`src/hdl/fcf_pkg.sv`:
```
package fcf_pkg;

  // Fixed field widths of the ports.
  localparam int TAPCNT_W   = 6;
  localparam int SHIFT_W    = 5;
  localparam int TAPIDX_W   = 5;
  localparam int IN_W       = 16;
  localparam int OUT_W      = 16;
  localparam int CFG_IDX_W  = 2;
  localparam int CFG_DATA_W = 6;

  // Configuration register indexes.
  localparam logic [CFG_IDX_W-1:0] REG_TAP_COUNT    = 2'd0;
  localparam logic [CFG_IDX_W-1:0] REG_RESULT_SHIFT = 2'd1;

  // Reset values of the configuration registers.
  localparam logic [TAPCNT_W-1:0] TAP_COUNT_RST    = 6'd32;
  localparam logic [SHIFT_W-1:0]  RESULT_SHIFT_RST = 5'd15;

  // Item opcodes.
  localparam logic OP_LOAD   = 1'b0;
  localparam logic OP_SAMPLE = 1'b1;

  // Sequencer states.
  typedef enum logic [2:0] {
    ST_IDLE,
    ST_MAC,
    ST_DRAIN,
    ST_ROUND,
    ST_EMIT
  } state_t;

  // Control from the sequencer to the multiply-accumulate unit.
  typedef struct packed {
    logic clear;
    logic data_vld;
    logic round;
  } mac_ctl_t;

endpackage

```
`src/hdl/fcf_mac.sv`:
```
module fcf_mac
  import fcf_pkg::*;
#(
  parameter int MAX_TAPS     = 32,
  parameter int SAMPLE_WIDTH = 16
) (
  input  logic                           clk,
  input  logic                           rst_n,
  input  mac_ctl_t                       ctl,
  input  logic signed [SAMPLE_WIDTH-1:0] coef_i,
  input  logic signed [SAMPLE_WIDTH-1:0] sample_i,
  input  logic        [SHIFT_W-1:0]      shift_i,
  output logic                           prod_vld_o,
  output logic        [OUT_W-1:0]        filtered_o,
  output logic                           sat_o
);

  // The accumulator holds the exact sum plus the rounding term, and never
  // goes beyond 64 bits, where the sum wraps.
  localparam int PROD_W  = 2 * SAMPLE_WIDTH;
  localparam int ACC_RAW = PROD_W + $clog2(MAX_TAPS + 1) + 1;
  localparam int ACC_W   = (ACC_RAW > 64) ? 64 : ((ACC_RAW < 33) ? 33 : ACC_RAW);
  localparam logic signed [ACC_W-1:0] SAT_HI =
    ACC_W'((64'sd1 <<< (SAMPLE_WIDTH - 1)) - 64'sd1);
  localparam logic signed [ACC_W-1:0] SAT_LO = ~SAT_HI;

  logic signed [PROD_W-1:0] prod_r;
  logic                     prod_vld_r;
  logic signed [ACC_W-1:0]  acc_r;
  logic signed [ACC_W-1:0]  shifted_r;
  logic signed [ACC_W-1:0]  rnd;
  logic signed [ACC_W-1:0]  sum;
  logic signed [ACC_W-1:0]  shifted;
  logic signed [ACC_W-1:0]  sat_val;

  // Product stage: one multiply per cycle, registered before the add.
  always_ff @(posedge clk) begin
    if (!rst_n) begin
      prod_vld_r <= 1'b0;
    end else begin
      prod_vld_r <= ctl.data_vld;
    end
  end

  always_ff @(posedge clk) begin
    if (ctl.data_vld) begin
      prod_r <= coef_i * sample_i;
    end
  end

  // Accumulate stage.
  always_ff @(posedge clk) begin
    if (ctl.clear) begin
      acc_r <= '0;
    end else if (prod_vld_r) begin
      acc_r <= acc_r + ACC_W'(prod_r);
    end
  end

  // Half an output LSB is added before the arithmetic shift.
  always_comb begin
    rnd = '0;
    if (shift_i != '0) begin
      rnd = ACC_W'(1) << (shift_i - SHIFT_W'(1));
    end
    sum     = acc_r + rnd;
    shifted = sum >>> shift_i;
  end

  always_ff @(posedge clk) begin
    if (ctl.round) begin
      shifted_r <= shifted;
    end
  end

  // Clip to the signed sample range.
  always_comb begin
    sat_val = shifted_r;
    sat_o   = 1'b0;
    if (shifted_r > SAT_HI) begin
      sat_val = SAT_HI;
      sat_o   = 1'b1;
    end else if (shifted_r < SAT_LO) begin
      sat_val = SAT_LO;
      sat_o   = 1'b1;
    end
  end

  assign filtered_o = sat_val[OUT_W-1:0];
  assign prod_vld_o = prod_vld_r;

endmodule

```
`src/hdl/fir_convolution_filter_core.sv`:
```
// Direct-form FIR filter giving the full linear convolution of a sample
// stream with a loaded coefficient set.
// Input channel (in_valid/in_stall): a load beat (opcode 0) writes one
// coefficient and gives no result; a sample beat (opcode 1) shifts the
// sample into the delay line and gives one result. A sample beat with
// in_last_sample set also gives N-1 tail results (N as below), the final one
// marked by out_last_result, and then leaves the delay line cleared.
// Configuration (cfg_valid/cfg_ready, always ready): index 0 is tap_count,
// index 1 is result_shift; write them only while the block is idle.
// Operation: one shared multiplier works through one tap per cycle, over the
// N taps in use (tap_count, zero read as one, capped at MAX_TAPS). A load
// beat leaves in_stall low. in_stall is high while a sample is being worked
// on, tail included.
// The result register holds a beat while out_stall is high; the next sample
// may be taken meanwhile, and its result waits until the register is free.
// Reset clears the delay line, tap_count to 32 and result_shift to 15;
// coefficients hold no defined value until loaded.
module fir_convolution_filter_core
  import fcf_pkg::*;
#(
  parameter int MAX_TAPS     = 32,
  parameter int SAMPLE_WIDTH = 16
) (
  input  logic                         clk,
  input  logic                         rst_n,
  input  logic                         in_valid,
  output logic                         in_stall,
  input  logic                         in_opcode,
  input  logic        [TAPIDX_W-1:0]   in_tap_index,
  input  logic signed [IN_W-1:0]       in_value,
  input  logic                         in_last_sample,
  output logic                         out_valid,
  input  logic                         out_stall,
  output logic signed [OUT_W-1:0]      out_filtered,
  output logic                         out_last_result,
  output logic                         out_saturated,
  input  logic                         cfg_valid,
  output logic                         cfg_ready,
  input  logic        [CFG_IDX_W-1:0]  cfg_index,
  input  logic        [CFG_DATA_W-1:0] cfg_data
);

  localparam int AW = (MAX_TAPS > 1) ? $clog2(MAX_TAPS) : 1;
  localparam int CW = $clog2(MAX_TAPS + 1);
  localparam logic [AW-1:0] LAST_PTR = AW'(MAX_TAPS - 1);

  state_t state_r, state_nxt;

  logic [TAPCNT_W-1:0]     tap_count_r;
  logic [SHIFT_W-1:0]      result_shift_r;

  logic [SAMPLE_WIDTH-1:0] dly_mem [MAX_TAPS];
  logic [SAMPLE_WIDTH-1:0] coef_mem [MAX_TAPS];
  logic [MAX_TAPS-1:0]     dly_vld_r;
  logic [AW-1:0]           hp_r, hp_nxt;
  logic [AW-1:0]           rp_r;
  logic [CW-1:0]           iss_r;
  logic [CW-1:0]           taps_r;
  logic [CW-1:0]           tail_r;
  logic                    fin_r;
  logic [CW-1:0]           taps_use;

  logic [SAMPLE_WIDTH-1:0] dly_q_r;
  logic                    dly_ok_r;
  logic [SAMPLE_WIDTH-1:0] coef_q_r;
  logic                    rd_vld_r;

  logic                    out_valid_r;
  logic [OUT_W-1:0]        out_filtered_r;
  logic                    out_last_r;
  logic                    out_sat_r;

  logic                    in_accept;
  logic                    coef_we;
  logic                    shift_en;
  logic                    shift_zero;
  logic                    rd_en;
  logic                    out_load;
  logic                    clr_vld;
  logic                    last_flag;
  logic [SAMPLE_WIDTH-1:0] samp;
  logic [SAMPLE_WIDTH-1:0] shift_data;
  logic [SAMPLE_WIDTH-1:0] mac_sample;
  mac_ctl_t                mac_ctl;
  logic                    prod_vld;
  logic [OUT_W-1:0]        mac_filtered;
  logic                    mac_sat;

  assign in_stall  = (state_r != ST_IDLE);
  assign in_accept = in_valid && !in_stall;
  assign cfg_ready = 1'b1;

  // The incoming value, sign-extended or truncated to the sample width.
  assign samp = SAMPLE_WIDTH'(in_value);

  // Taps in use: zero counts as one, and the count is capped at the depth.
  always_comb begin
    int tu;
    tu = int'(tap_count_r);
    if (tu == 0) begin
      tu = 1;
    end
    if (tu > MAX_TAPS) begin
      tu = MAX_TAPS;
    end
    taps_use = CW'(tu);
  end

  // Circular delay line: the newest sample sits at the head pointer.
  assign hp_nxt     = (hp_r == LAST_PTR) ? '0 : hp_r + AW'(1);
  assign shift_data = shift_zero ? '0 : samp;
  assign last_flag  = fin_r && (tail_r == '0);

  // Configuration writes.
  always_ff @(posedge clk) begin
    if (!rst_n) begin
      tap_count_r    <= TAP_COUNT_RST;
      result_shift_r <= RESULT_SHIFT_RST;
    end else if (cfg_valid && cfg_ready) begin
      case (cfg_index)
        REG_TAP_COUNT:    tap_count_r    <= cfg_data[TAPCNT_W-1:0];
        REG_RESULT_SHIFT: result_shift_r <= cfg_data[SHIFT_W-1:0];
        default: ;
      endcase
    end
  end

  // Next state.
  always_comb begin
    state_nxt = state_r;
    case (state_r)
      ST_IDLE: begin
        if (in_accept && (in_opcode == OP_SAMPLE)) begin
          state_nxt = ST_MAC;
        end
      end
      ST_MAC: begin
        if (iss_r == taps_r - CW'(1)) begin
          state_nxt = ST_DRAIN;
        end
      end
      ST_DRAIN: begin
        if (!rd_vld_r && !prod_vld) begin
          state_nxt = ST_ROUND;
        end
      end
      ST_ROUND: state_nxt = ST_EMIT;
      ST_EMIT: begin
        if (!out_valid_r || !out_stall) begin
          state_nxt = (tail_r != '0) ? ST_MAC : ST_IDLE;
        end
      end
      default: state_nxt = ST_IDLE;
    endcase
  end

  // Sequencer strobes.
  always_comb begin
    coef_we          = 1'b0;
    shift_en         = 1'b0;
    shift_zero       = 1'b0;
    rd_en            = 1'b0;
    out_load         = 1'b0;
    clr_vld          = 1'b0;
    mac_ctl.clear    = 1'b0;
    mac_ctl.data_vld = rd_vld_r;
    mac_ctl.round    = 1'b0;
    case (state_r)
      ST_IDLE: begin
        if (in_accept) begin
          if (in_opcode == OP_LOAD) begin
            coef_we = (int'(in_tap_index) < MAX_TAPS);
          end else begin
            shift_en = 1'b1;
          end
        end
      end
      ST_MAC: begin
        rd_en         = 1'b1;
        mac_ctl.clear = (iss_r == '0);
      end
      ST_DRAIN: ;
      ST_ROUND: mac_ctl.round = 1'b1;
      ST_EMIT: begin
        out_load = !out_valid_r || !out_stall;
        if (out_load && (tail_r != '0)) begin
          shift_en   = 1'b1;
          shift_zero = 1'b1;
        end
        clr_vld = out_load && last_flag;
      end
      default: ;
    endcase
  end

  // Sequencer registers.
  always_ff @(posedge clk) begin
    if (!rst_n) begin
      state_r   <= ST_IDLE;
      dly_vld_r <= '0;
      hp_r      <= '0;
      rd_vld_r  <= 1'b0;
      tail_r    <= '0;
      fin_r     <= 1'b0;
    end else begin
      state_r  <= state_nxt;
      rd_vld_r <= rd_en;
      if (shift_en) begin
        hp_r              <= hp_nxt;
        dly_vld_r[hp_nxt] <= 1'b1;
      end
      if (clr_vld) begin
        dly_vld_r <= '0;
      end
      if (shift_en && !shift_zero) begin
        fin_r  <= in_last_sample;
        tail_r <= in_last_sample ? taps_use - CW'(1) : '0;
      end else if (shift_zero) begin
        tail_r <= tail_r - CW'(1);
      end
    end
  end

  // Tap walk: pointers and counts for the shared unit.
  always_ff @(posedge clk) begin
    if (shift_en) begin
      rp_r  <= hp_nxt;
      iss_r <= '0;
    end else if (rd_en) begin
      rp_r  <= (rp_r == '0) ? LAST_PTR : rp_r - AW'(1);
      iss_r <= iss_r + CW'(1);
    end
    if (shift_en && !shift_zero) begin
      taps_r <= taps_use;
    end
  end

  // Coefficient and delay line memories, with registered reads.
  always_ff @(posedge clk) begin
    if (coef_we) begin
      coef_mem[AW'(in_tap_index)] <= samp;
    end
    if (shift_en) begin
      dly_mem[hp_nxt] <= shift_data;
    end
    if (rd_en) begin
      coef_q_r <= coef_mem[iss_r[AW-1:0]];
      dly_q_r  <= dly_mem[rp_r];
      dly_ok_r <= dly_vld_r[rp_r];
    end
  end

  // An entry cleared since its last write reads as zero.
  assign mac_sample = dly_ok_r ? dly_q_r : '0;

  fcf_mac #(
    .MAX_TAPS     (MAX_TAPS),
    .SAMPLE_WIDTH (SAMPLE_WIDTH)
  ) u_mac (
    .clk        (clk),
    .rst_n      (rst_n),
    .ctl        (mac_ctl),
    .coef_i     (coef_q_r),
    .sample_i   (mac_sample),
    .shift_i    (result_shift_r),
    .prod_vld_o (prod_vld),
    .filtered_o (mac_filtered),
    .sat_o      (mac_sat)
  );

  // Result register.
  always_ff @(posedge clk) begin
    if (!rst_n) begin
      out_valid_r <= 1'b0;
    end else if (out_load) begin
      out_valid_r <= 1'b1;
    end else if (!out_stall) begin
      out_valid_r <= 1'b0;
    end
  end

  always_ff @(posedge clk) begin
    if (out_load) begin
      out_filtered_r <= mac_filtered;
      out_last_r     <= last_flag;
      out_sat_r      <= mac_sat;
    end
  end

  assign out_valid       = out_valid_r;
  assign out_filtered    = out_filtered_r;
  assign out_last_result = out_last_r;
  assign out_saturated   = out_sat_r;

  // A waiting result is never overwritten.
  a_no_overwrite: assert property (@(posedge clk) disable iff (!rst_n)
    (state_r == ST_EMIT && out_valid_r && out_stall) |=> (state_r == ST_EMIT))
    else $error("result register overwritten while stalled");

  // The final beat of a stream leaves the delay line cleared.
  a_clear_after_last: assert property (@(posedge clk) disable iff (!rst_n)
    (out_load && last_flag) |=> (dly_vld_r == '0))
    else $error("delay line not cleared after the final beat");

  // The tap walk stays within the taps in use.
  a_walk_bound: assert property (@(posedge clk) disable iff (!rst_n)
    (state_r == ST_MAC) |-> (iss_r < taps_r))
    else $error("tap walk beyond taps in use");

  // The tail never outlasts the taps in use.
  a_tail_bound: assert property (@(posedge clk) disable iff (!rst_n)
    (state_r != ST_IDLE) |-> (tail_r < taps_r))
    else $error("tail count beyond taps in use");

endmodule
```
`config.mk`:
```
export PLATFORM = sky130hd
export DESIGN_NAME = fir_convolution_filter_core
export DESIGN_NICKNAME = d
export VERILOG_FILES = /design/src/hdl/fcf_pkg.sv /design/src/hdl/fcf_mac.sv /design/src/hdl/fir_convolution_filter_core.sv
export SDC_FILE = /design/constraint.sdc
export NUM_CORES = 2
export LEC_CHECK = 0
export BUFFER_PORTS_ARGS = -buffer_cell sky130_fd_sc_hd__clkbuf_2
export CORE_MARGIN = 5
export CORE_UTILIZATION = 60
export DETAILED_ROUTE_END_ITERATION = 6
export PLACE_DENSITY = 0.86
export SYNTH_ARGS = -nofsm -noshare
export SYNTH_HDL_FRONTEND = slang
export SYNTH_SLANG_ARGS = --single-unit
export TNS_END_PERCENT = 10
```
`constraint.sdc`:
```
create_clock -name clk -period 16.3 [get_ports clk]
set_input_delay 2.445 -clock clk [delete_from_list [all_inputs] [get_ports clk]]
set_output_delay 2.445 -clock clk [all_outputs]
set_load 0.1 [all_outputs]
```
; After elaboration in Yosys (flattened, before gate mapping)
; Memories as Yosys holds them, arrays and structs flattened. A register that Yosys moved wholly into a read port is not among the register bits.
; Index checks and enable logic that the tools add are counted.
[word_totals]
register_bits = 207
ram_bits = 1024
output_inout_bits = 21
elab_cells = 127
memories = 2
[op_classes]
add_sub_neg = 9
multipliers = 1
n_lt_le_gt_ge = 6
n_eq_ne = 12
shifts = 2
n_mux = 43
bitwise_logic = 2
n_reduce_logical = 30
[mem_list]
columns = name, depth, word_bits, rd, rd_ports_with_merged_regs, wr, line
row1 = coef_mem, 32, 16, 1, 1, 1, fir_convolution_filter_core.sv:53  ; logic [SAMPLE_WIDTH-1:0] coef_mem [MAX_TAPS];
row2 = dly_mem, 32, 16, 1, 1, 1, fir_convolution_filter_core.sv:52  ; logic [SAMPLE_WIDTH-1:0] dly_mem [MAX_TAPS];
[op_table]
columns = operator, count
row1 = $mux 16, 3
row2 = $add 39x32->39, 1
row3 = $add 39x39->39, 1
row4 = $gt 39x16->1 const B, 1
row5 = $lt 39x16->1 const B, 1
row6 = $mux 39, 1
row7 = $shl 1x5->39 const A, 1
row8 = $sshr 39x5->39, 1
row9 = $gt 32x7->1 const B, 1
row10 = $mul 16x16->32, 1
row11 = $or 32x32->32, 1
row12 = $mux 6, 5
row13 = $mux 1, 22
row14 = $mux 5, 4
row15 = $logic_not 6->1, 3
row16 = $sub 6x1->6 const B, 3
row17 = $pmux 3 s5, 1
row18 = $lt 5x6->1 const B, 2
row19 = $mux 3, 4
row20 = $sub 5x1->5 const B, 2
row21 = $logic_and 1x1->1, 8
row22 = $ne 2x2->1 const B, 4
row23 = $add 6x1->6 const B, 1
row24 = $eq 3x2->1 const B, 2
row25 = other kinds (24), 31

; Logic depth before layout (Yosys ltp)
[logic_depth]
ltp_word = 8
mapped_depth = 27
depth_no_buf = 25

; By module
; A second synthesis with hierarchy kept.
[hier_totals]
cells_unflattened = 5002
hier_area_um2 = 66418.7
[by_module_without_submodules]
columns = mod, instances, cells_each, area_each_um2
row1 = fir_convolution_filter_core, 1, 2485, 45124.5
row2 = fcf_mac, 1, 2517, 21294.2

; Worst setup path before layout
; Ideal clock, no wire load.
[synth_path]
path_kind = register -> register
startpoint = reg dly_ok_r
endpoint = reg u_mac.prod_r[30], data pin
setup_ns = 0.257
arrival_ns = 6.712
t_required_ns = 16.043
slack_ns = 9.331
path_stages_with_launch = 27
cell_sequence = edfxtp_1 clkbuf_1 and2_0 clkbuf_1 nand2_1 fa_1 inv_1 fa_1 inv_1 fa_1 inv_1 fa_1 fa_1 inv_1 fa_1 inv_1 ha_1 and3_1 and3_1 o41ai_1 a2111oi_0 o41ai_1 a21boi_0 o21a_1 o21a_1 o211a_1 xor2_1
[synth_via]
elab_chain_cells = 2
[synth_lines]
columns = item, line
row1 = start: declaration, fir_convolution_filter_core.sv:64  ; logic dly_ok_r;
row2 = start signal: assignment, fir_convolution_filter_core.sv:249  ; dly_ok_r <= dly_vld_r[rp_r];
row3 = $mux 16, fir_convolution_filter_core.sv:254  ; assign mac_sample = dly_ok_r ? dly_q_r : '0;
row4 = $mul 16x16->32, fcf_mac.sv:47  ; prod_r <= coef_i * sample_i;
row5 = end signal: assignment, fcf_mac.sv:47
row6 = end: declaration, fcf_mac.sv:27  ; logic signed [PROD_W-1:0] prod_r;
; Every way passes these cells.
; A chain may end at the register's enable or synchronous reset.

; Final worst setup path
[layout_path]
startpoint = reg dly_ok_r
endpoint = reg u_mac.prod_r[31], data pin
; The elaborated chain is that of the path after synthesis.

==> key figures <==
Status
  – Outcome: finished with violations
  – Failing checks: DRC, capacitance limit

STA
  – Peak Freq: 108 MHz
  – Relative slew margins: 0.758%
  – Fin. max-slew vios: 0
  – Setup TNS: 0 ps
  – Worst Tran Pin Value: 1490 ps
  – Fin. Hold Viols: 0
  – RSZ-0062 raised after global routing: false
  – Setup-failing EPs final: 0
  – Min cycle time layout: 9300 ps
  – Final period util: 57.0%
  – WHS: 473 ps
  – Final Skew: 59.6 ps

CTS
  – Clock root cell: clkbuf_16
  – H-tree depth: 3
  – Number of CTS-inserted buffers: 116
  – CTS tree: done
  – Clock Latency Late Sink: 750 ps
  – CTS Buffer Depth: 3
  – CTS Hold Buffers Added: 0
  – Worst-path clk slew: 70 ps
  – Clock sink count: 1263
  – Setup Buffers After CTS: 0
  – Post-CTS Resized: 0

Final layout
  – Final Non-Filler Cells: 5918
  – Final nets: 4874
  – P&R area growth vs syn: 9.18%
  – Post-layout util: 65.9%
  – Footprint of the multi-input gates: 25700 µm²
  – FILL cells: 6688
  – Finished Cell Area: 70500 µm²
  – Layout cells sized above 1: 17.4%
  – Register area: 36900 µm²

Min path
  – Hold Crit Class: register to register
  – Worst Hold Launch: dly_vld_r[15]

Logic synthesis
  – Synth Warn #: 0
  – Flops & latches, synth: 1263
  – Top_reg_cell synth: edfxtp_1
  – Synthesized instance count: 4375
  – Ranking of synthesized cells by area: edfxtp_1, mux4_2, fa_1
  – EDFF count, synth: 1157
  – Fraction of registers with async set or reset after synthesis: 0%
  – Unique masters post-synth: 90
  – Register area share after synthesis: 57.1%
  – Mapped Nets: 4837
  – Syn_area_per_cell: 14.8 µm²
  – Mapped Area: 64600 µm²
  – Top-area cell type share of the netlist area: 53.8%
  – Yosys top cell by area: edfxtp_1

Routing
  – Iter 0 DRT Violations: 6012
  – Vias/cell: 6.87
  – Remaining antenna violation count: 0
  – DRT Wirelength: 175 mm
  – 1st-pass router iterations: 7
  – Average routed wire per standard cell: 29.6 µm
  – Total number of vias: 40600
  – Drt drc: 2

Setup path
  – Setup crit start: dly_ok_r
  – Critical path data arrival time: 9780 ps
  – CP startpoint kind: register
  – CP endpoint kind: register
  – Worst-path fanout max: 121
  – Worst reg2reg startpoint: dly_ok_r
  – CP required: 16780 ps
  – Setup CP Type: register to register

GRT
  – Gr ovfl total: 0
  – Vias in the first global route: 41500
  – GRT Total Usage: 31.0%
  – Global-route wire length before repair: 263 mm
  – Largest net degree at the start of global routing: 122
  – Initial antenna violation count: 6

Floorplan
  – Initial Util: 60.3%
  – Die H: 338 µm
  – Die ar.: 114000 µm²
  – I/O pin total: 57
  – Core area: 107000 µm²
  – X dimension of the die: 338 µm
  – Rows: 120

Pwr
  – Peak supply drop: 534 µV
  – Net Sw Power: 0.00686 W
  – Clk pwr share: 17.1%
  – Sw frac: 41.7%
  – LEAKAGE: 25.6 nW
  – Pwr Density: 234 nW/µm²
  – Sequential share of power: 26.3%
  – Comb pwr share: 56.5%
  – Int Power: 0.00961 W

Placed design
  – I/O Buffers: 55
  – Dpl hpwl: 104 mm
  – DP Area: 66500 µm²
  – GP Congestion: 0.908
  – Dpl cells: 5696

Flow run
  – MaxCap Viol Count: 1
-- worst max-delay path, stage by stage (launching register included) --
cell and delay (ps):
edfxtp_1 950, buf_4 840, and2_0 800, nand2_1 190, fa_1 550, inv_1 50, fa_1 490, inv_1 70
fa_1 530, inv_1 50, fa_1 450, fa_1 490, inv_1 50, fa_1 480, inv_1 40, ha_1 350
and3_1 220, a221oi_1 330, o21ai_0 150, a31o_2 250, a31oi_1 370, o2111ai_1 230, a31o_2 300, a21o_1 180
a21oi_1 240, a21oi_1 150, xnor2_1 160
-- path summary, 6_finish.rpt --
check / endpoint / slack (ps) / depth (start not counted)
worst max-delay path: u_mac.prod_r[31] / 7000 / 26
worst min register to register: dly_vld_r[15] / 470 / 1
worst max register to register: u_mac.prod_r[31] / 7000 / 26
worst min-delay path: dly_vld_r[15] / 470 / 1
-- cell usage in the layout, fill, tap and decap left out, drive strengths merged, types with 20 or more instances in the layout --
cell / synthesis / layout
a211oi: 22 / 22
a21o: 51 / 51
a21oi: 138 / 138
and2: 46 / 46
and3: 152 / 152
buf: 49 / 84
clkbuf: 171 / 203
clkinv: 2 / 55
dfxtp: 106 / 106
edfxtp: 1157 / 1157
fa: 264 / 264
ha: 162 / 162
inv: 337 / 339
mux2: 33 / 33
mux2i: 57 / 57
mux4: 343 / 343
nand2: 303 / 303
nand2b: 20 / 20
nand3: 64 / 64
nor2: 277 / 277
nor2b: 26 / 26
nor3: 58 / 58
o21a: 53 / 53
o21ai: 97 / 97
xnor2: 84 / 84
xor2: 30 / 30
-- Yosys cell counts, types with 9 or more instances --
cell      instances
nor2b_1          26
nor3_1           58
nand2_1         303
o21a_1           53
o22ai_1          12
a31oi_1          16
o21ai_0          93
a21oi_1         137
ha_1            162
mux4_2          343
inv_1           334
a22oi_1           9
edfxtp_1       1157
nand2b_1         20
buf_1            45
and3_1          152
a211oi_1         21
o211ai_1         16
fa_1            264
nor2_1          277
mux2_2           31
dfxtp_1         106
nand3_1          64
nor4_1           12
a21boi_0         14
xnor2_1          83
or2_2            15
and2_1           43
a21o_1           51
o21bai_1         12
or3_1            11
xor2_1           30
nand4_1          15
mux2i_1          57
clkbuf_1        171
-- sequential cells by signal (all words and copies together), names as in the netlist, 32 cells and up --
name,count
coef_mem,512
dly_mem,512
u_mac.acc_r,39
u_mac.shifted_r,39
dly_vld_r,32
u_mac.prod_r,32
-- power by group through the flow --
stage / combinational [W] / sequential [W] / clock (W)
floorplan: 0.00693 / 0.00422 / 0
global placement: 0.00844 / 0.00438 / 0
detailed placement: 0.00887 / 0.00438 / 0
CTS: 0.00919 / 0.00432 / 0.00282
global route: 0.0102 / 0.00435 / 0.00298
finish: 0.00931 / 0.00434 / 0.00282
-- area by class of cell --
class                      count  share of cell area (%)
antenna                        3                  0.0106
tap                         1403                    2.49
sequential                  1263                    52.3
clock inverter                70                    1.08
inverter                     339                    1.80
timing repair buffer         139                    1.30
multi-input combinational   2553                    36.5
clock buffer                 148                    4.50
-- metal layers --
metal	part of all wire, %	global-route usage, %	vias to the layer above
met2	48	49.5	3130
met1	35	41.1	20300
met3	11	7.04	687
met4	5.5	14.3	4
li1	-	-	16500
met5	0.011	0	-
-- logic make-up (layout without fill, tap and decap cells) --
family	count (synthesis)	in the layout	synth area share (%)
buffers and inverters	559	696	3.26
AND/OR/NAND/NOR	1030	1030	7.59
XOR/XNOR	114	114	1.56
other	1	4	0.00581
flip-flops	1263	1263	57.1
multiplexers	433	433	13.4
AO/OA/AOI/OAI	549	549	5.74
adder cells (fa/ha/maj)	426	426	11.3
-- metrics by stage --
step	setup WS, ps	total power (W)
6_report	7000	0.0165
5_1_grt	6680	0.0176
2_1_floorplan	9330	0.0111
3_5_place_dp	7460	0.0132
3_3_place_gp	7720	0.0128
4_1_cts	7320	0.0163
(Power assumes the default switching activity.)
